===== src/hdl/rot_pkg.sv =====
`default_nettype none
// ----------------------------------------------------------------------------
// rot_pkg: shared types and constants of the range owner table
// Table sizing, entry and request layouts, result codes and owner conversion.
// ----------------------------------------------------------------------------
package rot_pkg;

   localparam int TABLE_DEPTH = 16;
   localparam int OWNER_BITS  = 16;
   localparam int FILL_BITS   = $clog2(TABLE_DEPTH + 1);
   localparam int ADDR_BITS   = (TABLE_DEPTH > 1) ? $clog2(TABLE_DEPTH) : 1;

   typedef enum logic [1:0] {
      STATUS_OK      = 2'd0,
      STATUS_INVALID = 2'd1,
      STATUS_OVERLAP = 2'd2,
      STATUS_FULL    = 2'd3
   } rot_status_type;

   typedef enum logic {
      FUNC_ADD  = 1'b0,
      FUNC_FIND = 1'b1
   } rot_func_type;

   // One stored region. Ends are exclusive and never pass 2^32-1 once stored,
   // so 32 bits hold them.
   typedef struct packed {
      logic [31:0]           region_namespace;
      logic [31:0]           layer_start;
      logic [31:0]           layer_stop;
      logic [31:0]           expert_start;
      logic [31:0]           expert_stop;
      logic [OWNER_BITS-1:0] owner;
   } rot_entry_type;

   localparam int ENTRY_BITS = $bits(rot_entry_type);

   typedef struct packed {
      rot_func_type func;
      logic [31:0]  region_namespace;
      logic [31:0]  layer_start;
      logic [31:0]  layer_span;
      logic [31:0]  expert_start;
      logic [31:0]  expert_span;
      logic [15:0]  owner_id;
      logic         owner_usable;
      logic [31:0]  key_layer;
      logic [31:0]  key_expert;
   } rot_req_type;

   typedef struct packed {
      rot_status_type status;
      logic           found;
      logic [15:0]    found_owner;
   } rot_rsp_type;

   // Keeps the low OWNER_BITS bits of a 16-bit owner id.
   function automatic logic [OWNER_BITS-1:0] owner_from_id(input logic [15:0] id);
      logic [31:0]           wide;
      logic [OWNER_BITS-1:0] res;
      wide = {16'd0, id};
      res  = wide[OWNER_BITS-1:0];
      return res;
   endfunction

   // Widens or cuts a stored owner to the 16-bit result field.
   function automatic logic [15:0] owner_to_id(input logic [OWNER_BITS-1:0] own);
      logic [31:0] wide;
      wide = 32'd0;
      wide[OWNER_BITS-1:0] = own;
      return wide[15:0];
   endfunction

endpackage
`default_nettype wire


===== src/hdl/range_owner_table.sv =====
`default_nettype none
// A word's scan stops at the first stored region that hits; without a hit all stored
// regions are read (none when the table is empty), and an invalid add skips the scan.
// The engine takes a new word only once its last result has moved to the output register;
// the scan reads one table entry a cycle from a single synchronous RAM read port.
// Reset (synchronous, active high) clears the fill count; the RAM is never read unwritten.
// ----------------------------------------------------------------------------
// range_owner_table: table of two-dimensional owner regions
// Adds non-overlapping regions per namespace and finds the owner of a key.
// ----------------------------------------------------------------------------
module range_owner_table
   import rot_pkg::*;
(
   input  wire logic         clock,
   input  wire logic         reset,
   // Request channel.
   input  wire logic         req_tvalid,
   output logic              req_tready,
   // tdata from bit 0: region_namespace[31:0], layer_start[63:32],
   // layer_span[95:64], expert_start[127:96], expert_span[159:128],
   // owner_id[175:160], owner_usable[176], key_layer[208:177],
   // key_expert[240:209], zero fill[247:241].
   input  wire logic [247:0] req_tdata,
   // tuser: func[0] (0 add region, 1 find owner of key).
   input  wire logic         req_tuser,
   // Response channel.
   output logic              rsp_tvalid,
   input  wire logic         rsp_tready,
   // tdata from bit 0: status[1:0], found[2], found_owner[18:3], zero fill[23:19].
   output logic [23:0]       rsp_tdata
);

   rot_req_type req;
   logic        eng_valid;
   logic        eng_ready;
   rot_rsp_type eng_rsp;

   logic        rsp_valid_ff, rsp_valid_in;
   rot_rsp_type rsp_data_ff, rsp_data_in;

   // Unpack the request word into its fields.
   always_comb begin
      req.func             = rot_func_type'(req_tuser);
      req.region_namespace = req_tdata[31:0];
      req.layer_start      = req_tdata[63:32];
      req.layer_span       = req_tdata[95:64];
      req.expert_start     = req_tdata[127:96];
      req.expert_span      = req_tdata[159:128];
      req.owner_id         = req_tdata[175:160];
      req.owner_usable     = req_tdata[176];
      req.key_layer        = req_tdata[208:177];
      req.key_expert       = req_tdata[240:209];
   end

   rot_engine u_engine (
      .clock     (clock),
      .reset     (reset),
      .req_valid (req_tvalid),
      .req_ready (req_tready),
      .req       (req),
      .res_valid (eng_valid),
      .res_ready (eng_ready),
      .res       (eng_rsp)
   );

   // The output register holds a finished word while the engine already takes
   // and works on the next request; the engine only stalls when it finishes
   // another result before this one has been taken.
   assign eng_ready = !rsp_valid_ff || rsp_tready;

   always_comb begin
      rsp_valid_in = rsp_valid_ff;
      rsp_data_in  = rsp_data_ff;
      if (eng_ready) begin
         rsp_valid_in = eng_valid;
         if (eng_valid) begin
            rsp_data_in = eng_rsp;
         end
      end
   end

   always_ff @(posedge clock) begin
      if (reset) begin
         rsp_valid_ff <= 1'b0;
      end else begin
         rsp_valid_ff <= rsp_valid_in;
      end
   end

   always_ff @(posedge clock) begin
      rsp_data_ff <= rsp_data_in;
   end

   assign rsp_tvalid = rsp_valid_ff;
   assign rsp_tdata  = {5'd0, rsp_data_ff.found_owner, rsp_data_ff.found,
                        rsp_data_ff.status};

endmodule
`default_nettype wire


===== src/hdl/rot_ram.sv =====
`default_nettype none
// ----------------------------------------------------------------------------
// rot_ram: simple dual-port synchronous RAM
// One write port and one read port; read data is registered.
// ----------------------------------------------------------------------------
module rot_ram #(
   parameter int DATA_BITS = 8,
   parameter int DEPTH     = 16,
   parameter int ADDR_BITS = 4
) (
   input  wire logic                 clock,
   input  wire logic                 wr_en,
   input  wire logic [ADDR_BITS-1:0] wr_addr,
   input  wire logic [DATA_BITS-1:0] wr_data,
   input  wire logic                 rd_en,
   input  wire logic [ADDR_BITS-1:0] rd_addr,
   output logic      [DATA_BITS-1:0] rd_data
);

   logic [DATA_BITS-1:0] mem [DEPTH];

   always_ff @(posedge clock) begin
      if (wr_en) begin
         mem[wr_addr] <= wr_data;
      end
   end

   always_ff @(posedge clock) begin
      if (rd_en) begin
         rd_data <= mem[rd_addr];
      end
   end

endmodule
`default_nettype wire


===== src/hdl/rot_engine.sv =====
`default_nettype none
// ----------------------------------------------------------------------------
// rot_engine: region check, table scan and append
// Takes one request, scans the stored regions one a cycle and holds a result.
// ----------------------------------------------------------------------------
module rot_engine
   import rot_pkg::*;
(
   input  wire logic        clock,
   input  wire logic        reset,
   input  wire logic        req_valid,
   output logic             req_ready,
   input  wire rot_req_type req,
   output logic             res_valid,
   input  wire logic        res_ready,
   output rot_rsp_type      res
);

   typedef enum logic [2:0] {
      ST_IDLE = 3'b001,
      ST_SCAN = 3'b010,
      ST_DONE = 3'b100
   } state_type;

   state_type            state_ff, state_in;
   rot_req_type          cur_ff, cur_in;
   logic [31:0]          layer_stop_ff, layer_stop_in;
   logic [31:0]          expert_stop_ff, expert_stop_in;
   logic [FILL_BITS-1:0] fill_ff, fill_in;
   logic [FILL_BITS-1:0] addr_ff, addr_in;
   logic                 pend_ff, pend_in;
   rot_rsp_type          res_ff, res_in;

   logic [32:0]          layer_sum;
   logic [32:0]          expert_sum;
   logic                 bad_region;
   logic                 rd_en;
   rot_entry_type        rd_entry;
   logic [ENTRY_BITS-1:0] rd_bits;
   logic                 same_ns;
   logic                 hit;
   logic                 wr_en;
   rot_entry_type        wr_entry;

   rot_ram #(
      .DATA_BITS (ENTRY_BITS),
      .DEPTH     (TABLE_DEPTH),
      .ADDR_BITS (ADDR_BITS)
   ) u_ram (
      .clock   (clock),
      .wr_en   (wr_en),
      .wr_addr (fill_ff[ADDR_BITS-1:0]),
      .wr_data (wr_entry),
      .rd_en   (rd_en),
      .rd_addr (addr_ff[ADDR_BITS-1:0]),
      .rd_data (rd_bits)
   );

   assign rd_entry = rot_entry_type'(rd_bits);

   assign layer_sum  = {1'b0, req.layer_start} + {1'b0, req.layer_span};
   assign expert_sum = {1'b0, req.expert_start} + {1'b0, req.expert_span};
   assign bad_region = (req.region_namespace == 32'd0) || (req.layer_span == 32'd0) ||
                       (req.expert_span == 32'd0) || !req.owner_usable ||
                       layer_sum[32] || expert_sum[32];

   // Find looks for a containing region, add for any shared layer and expert.
   assign same_ns = (rd_entry.region_namespace == cur_ff.region_namespace);
   always_comb begin
      if (cur_ff.func == FUNC_FIND) begin
         hit = same_ns &&
               (cur_ff.key_layer >= rd_entry.layer_start) &&
               (cur_ff.key_layer < rd_entry.layer_stop) &&
               (cur_ff.key_expert >= rd_entry.expert_start) &&
               (cur_ff.key_expert < rd_entry.expert_stop);
      end else begin
         hit = same_ns &&
               (cur_ff.layer_start < rd_entry.layer_stop) &&
               (rd_entry.layer_start < layer_stop_ff) &&
               (cur_ff.expert_start < rd_entry.expert_stop) &&
               (rd_entry.expert_start < expert_stop_ff);
      end
   end

   assign req_ready = (state_ff == ST_IDLE);
   assign res_valid = (state_ff == ST_DONE);
   assign res       = res_ff;

   // Only entries below the fill count are read, so the append at the fill
   // index never meets a read of the same entry.
   assign wr_en = (state_ff == ST_DONE) && res_ready && (cur_ff.func == FUNC_ADD) &&
                  (res_ff.status == STATUS_OK);
   always_comb begin
      wr_entry.region_namespace = cur_ff.region_namespace;
      wr_entry.layer_start      = cur_ff.layer_start;
      wr_entry.layer_stop       = layer_stop_ff;
      wr_entry.expert_start     = cur_ff.expert_start;
      wr_entry.expert_stop      = expert_stop_ff;
      wr_entry.owner            = owner_from_id(cur_ff.owner_id);
   end

   assign rd_en = (state_ff == ST_SCAN) && (addr_ff < fill_ff);

   always_comb begin
      state_in       = state_ff;
      cur_in         = cur_ff;
      layer_stop_in  = layer_stop_ff;
      expert_stop_in = expert_stop_ff;
      fill_in        = fill_ff;
      addr_in        = addr_ff;
      pend_in        = 1'b0;
      res_in         = res_ff;
      unique case (state_ff)
         ST_IDLE: begin
            if (req_valid) begin
               cur_in             = req;
               layer_stop_in      = layer_sum[31:0];
               expert_stop_in     = expert_sum[31:0];
               addr_in            = '0;
               res_in.status      = STATUS_OK;
               res_in.found       = 1'b0;
               res_in.found_owner = 16'd0;
               if ((req.func == FUNC_ADD) && bad_region) begin
                  res_in.status = STATUS_INVALID;
                  state_in      = ST_DONE;
               end else begin
                  state_in = ST_SCAN;
               end
            end
         end
         ST_SCAN: begin
            if (rd_en) begin
               addr_in = addr_ff + 1'b1;
               pend_in = 1'b1;
            end
            if (pend_ff && hit) begin
               state_in = ST_DONE;
               if (cur_ff.func == FUNC_FIND) begin
                  res_in.found       = 1'b1;
                  res_in.found_owner = owner_to_id(rd_entry.owner);
               end else begin
                  res_in.status = STATUS_OVERLAP;
               end
            end else if (!pend_ff && (addr_ff == fill_ff)) begin
               state_in = ST_DONE;
               if ((cur_ff.func == FUNC_ADD) && (fill_ff == FILL_BITS'(TABLE_DEPTH))) begin
                  res_in.status = STATUS_FULL;
               end
            end
         end
         ST_DONE: begin
            if (res_ready) begin
               state_in = ST_IDLE;
               if (wr_en) begin
                  fill_in = fill_ff + 1'b1;
               end
            end
         end
         default: begin
            state_in = ST_IDLE;
         end
      endcase
   end

   always_ff @(posedge clock) begin
      if (reset) begin
         state_ff <= ST_IDLE;
         fill_ff  <= '0;
         pend_ff  <= 1'b0;
      end else begin
         state_ff <= state_in;
         fill_ff  <= fill_in;
         pend_ff  <= pend_in;
      end
   end

   always_ff @(posedge clock) begin
      cur_ff         <= cur_in;
      layer_stop_ff  <= layer_stop_in;
      expert_stop_ff <= expert_stop_in;
      addr_ff        <= addr_in;
      res_ff         <= res_in;
   end

endmodule
`default_nettype wire


===== config.mk =====
export PLATFORM = sky130hd
export DESIGN_NAME = range_owner_table
export DESIGN_NICKNAME = d
export VERILOG_FILES = /design/src/hdl/rot_pkg.sv /design/src/hdl/range_owner_table.sv /design/src/hdl/rot_ram.sv /design/src/hdl/rot_engine.sv
export SDC_FILE = /design/constraint.sdc
export NUM_CORES = 2
export LEC_CHECK = 0
export BUFFER_PORTS_ARGS = -buffer_cell sky130_fd_sc_hd__buf_2
export CELL_PAD_IN_SITES_DETAIL_PLACEMENT = 1
export CELL_PAD_IN_SITES_GLOBAL_PLACEMENT = 1
export CORE_MARGIN = 2
export CORE_UTILIZATION = 59
export DETAILED_ROUTE_END_ITERATION = 10
export PLACE_DENSITY_LB_ADDON = 0.1
export SLEW_MARGIN = 30
export SYNTH_ARGS = -nofsm -noshare
export SYNTH_HDL_FRONTEND = slang
export SYNTH_HIERARCHICAL = 1
export SYNTH_SLANG_ARGS = --single-unit

===== constraint.sdc =====
create_clock -name clock -period 26.8 [get_ports clock]
set_input_delay 5.36 -clock clock [delete_from_list [all_inputs] [get_ports clock]]
set_output_delay 5.36 -clock clock [all_outputs]
set_load 0.01 [all_outputs]

==> run metrics <==
total track usage 32.3%; RSZ-0062 raised after global routing false; global-route wire length before repair 514 mm; CTS max path bufs 4; drt first pass iters 5; post-CTS sizing 0; worst hold-check path type register to register; Ys Warns 6; sequential share of the synthesized area 75.7%; Max Slew Vio Count 0; die area 0.224 mm^2; IO Count 279; Max Clk Rate 113 MHz; Post-route DRC 0; post-route minimum period 8.85 ns; MaxCap Viol Count 0; Post-DRT Antenna Nets 0; Crit. End Element register; # fillers 17493; post-DP HPWL 198 mm; mapped cell area 0.130 mm^2; status complete, no violations; fraction of layout cells with a size suffix above 1 23.3%; largest net degree at the start of global routing 139; Critical Path Source rsp_tready; crit path launch type primary input; Primary FF master, synth edfxtp_1; FFs w/ async S/R, synth 0%; Synth cell types 88; core area 0.220 mm^2; cell row count 172; fin area 0.146 mm^2; TNS Setup 0 ns; routed len/inst 36.0 um; initial antenna violation count 9; routed vias/inst 6.80; Leak Pwr 48.4 nW; Die X 474 um; total CTS buffers 343; Die H 474 um; clock tree root driver cell clkbuf_16; WP data required 27.34 ns; critical path arrival 9.39 ns; H-tree levels 5; Final Setup Violations 0; pre-CTS WS 16.63 ns; clk sinks 3286; Initial Util 59.3%; setup slack after layout 17.95 ns; RR Startpoint u_engine/state_ff[1]; Mapped Avg Cell Area 20.6 um^2; total wire length 357 mm; Post-synth EDFFs 3276; Cell Pwr Density 77.9 mW/mm^2; Final Cycle Share 33.0%; Hold Vio Cnt, Final 0; critical path capture point u_engine/u_ram/mem[1][34]; GPL Wtd Cong 0.838; Placed Area 0.135 mm^2; reg2reg path depth 8; Rel. slew slack 23.6%; Remaining Overflow, GRT 0; Clock Latency Late Sink 0.94 ns; peak supply drop 0.0774 mV; Mapped Cells 6317; hold_buf cts 0; vias in the first global route 71312; flops & latches, synth 3286; Total Power 11.4 mW; vias 67468; Clk pin slew, worst setup/hold paths 0.06 ns; nets@finish 7381; DRT iter0 DRCs 7939; worst slew pin tran 1.15 ns; CP max FO 49; Reg2Reg Capture Point u_engine/u_ram/mem[1][34]; number of buffers added on ports 266; final non-filler cell total 9924; placed cells 9323; register-to-register setup slack 21.58 ns; type of the worst setup path primary input to register; clk_skew 0.0463 ns; Area Growth Syn to Fin 12.3%; setup repair bufs after CTS 0; CTS tree yes
-- kinds of logic after synthesis --
group,share of synthesized area [%]
compound gates,4.29
xor+xnor,0.619
simple gates,2.23
flops,75.7
other cells,0.00288
mux,12.4
fa+ha+maj,3.13
buf+inv,1.58
-- power by group --
group          total (mW)  internal [mW]  switching, mW
clock                4.57           2.64           1.92
sequential           5.98           5.82          0.163
combinational       0.837          0.345          0.492
total                11.4           8.81           2.58
-- cell usage in the layout (no fill, tap or decap), drive strengths merged, types with 85 or more instances in the layout --
master,synthesis,routed
ha,322,322
mux4,657,657
a21oi,110,110
edfxtp,3276,3276
nor2,91,91
nand2,180,180
clkinv,0,138
buf,144,393
o21ai,85,85
mux2,86,86
a22oi,300,300
a21o,87,87
inv,228,233
clkbuf,111,405
-- synthesized netlist by cell type, types with 27 or more instances --
master	instances	share of area [%]
ha_1	322	3.1
nor4_1	36	0.17
xnor2_1	49	0.33
nand4_1	55	0.26
a21oi_1	108	0.42
mux4_2	657	11
nand2_1	180	0.52
nor3_1	27	0.10
xor2_1	43	0.29
mux2_2	86	0.74
o21ai_0	80	0.31
nand2b_1	40	0.19
o221ai_1	31	0.21
a21o_1	86	0.50
a22oi_1	300	1.7
buf_2	96	0.37
clkbuf_1	109	0.31
mux2i_1	37	0.28
nor2b_1	44	0.21
edfxtp_1	3276	76
inv_1	228	0.66
nor2_1	90	0.26
-- registers in the layout (all words and copies together) (netlist names) --
register / flops
u_engine/layer_stop_ff: 32
u_engine/expert_stop_ff: 32
u_engine/u_ram/mem: 2816
rsp_tdata: 19
u_engine/res: 19
u_engine/addr_ff: 5
u_engine/cur_ff: 177
rsp_tvalid: 1
u_engine/fill_ff: 5
u_engine/u_ram/rd_data: 176
u_engine/pend_ff: 1
u_engine/state_ff: 3
-- cell type report --
type                       instances  area, um^2  share of cell area [%]
antenna                            4        10.0                 0.00685
multi-input combinational       2552       29700                    20.3
clock inverter                   185        1630                    1.11
clock buffer                     405        8900                    6.09
tap                             2871        3590                    2.46
sequential                      3286       98600                    67.5
inverter                         228         871                   0.596
timing repair buffer             393        2840                    1.94
-- critical path, cell delays in order --
cell and delay, ns:
buf_2 0.08, nand2b_4 0.18, and4_1 0.43, or3b_2 0.62, nor2_4 0.44, buf_4 0.66
buf_4 0.71, buf_6 0.70
-- per-layer routing --
metal  part of all wire, %  global-route usage, %  wire [um]  vias to the layer above
li1                      -                      -          -                    27186
met3                   8.4                   4.97      30000                      728
met5                     0                      0          0                        -
met2                    49                   52.3     176000                     3620
met1                    39                   45.3     138000                    35934
met4                   3.7                   11.5      13200                        0
-- worst min path at each step --
stage               depth (start not counted)  slack [ns]        startpoint             to
floorplan                                   0        0.40   u_engine/res[7]  rsp_tdata[10]
CTS                                         0        0.42  u_engine/res[10]  rsp_tdata[13]
global route                                0        0.43  u_engine/res[12]  rsp_tdata[15]
detailed placement                          0        0.41  u_engine/res[10]  rsp_tdata[13]
finish                                      0        0.42   u_engine/res[0]   rsp_tdata[3]
global placement                            0        0.40   u_engine/res[9]  rsp_tdata[12]
-- per-stage QoR --
step           hold slack (ns)  utilization (%)
6_report                 0.418             66.6
5_1_grt                  0.425             66.6
4_1_cts                  0.420             66.5
3_5_place_dp             0.406             61.7
3_3_place_gp             0.402             61.6
2_1_floorplan            0.400                -
(Power assumes the default switching activity.)
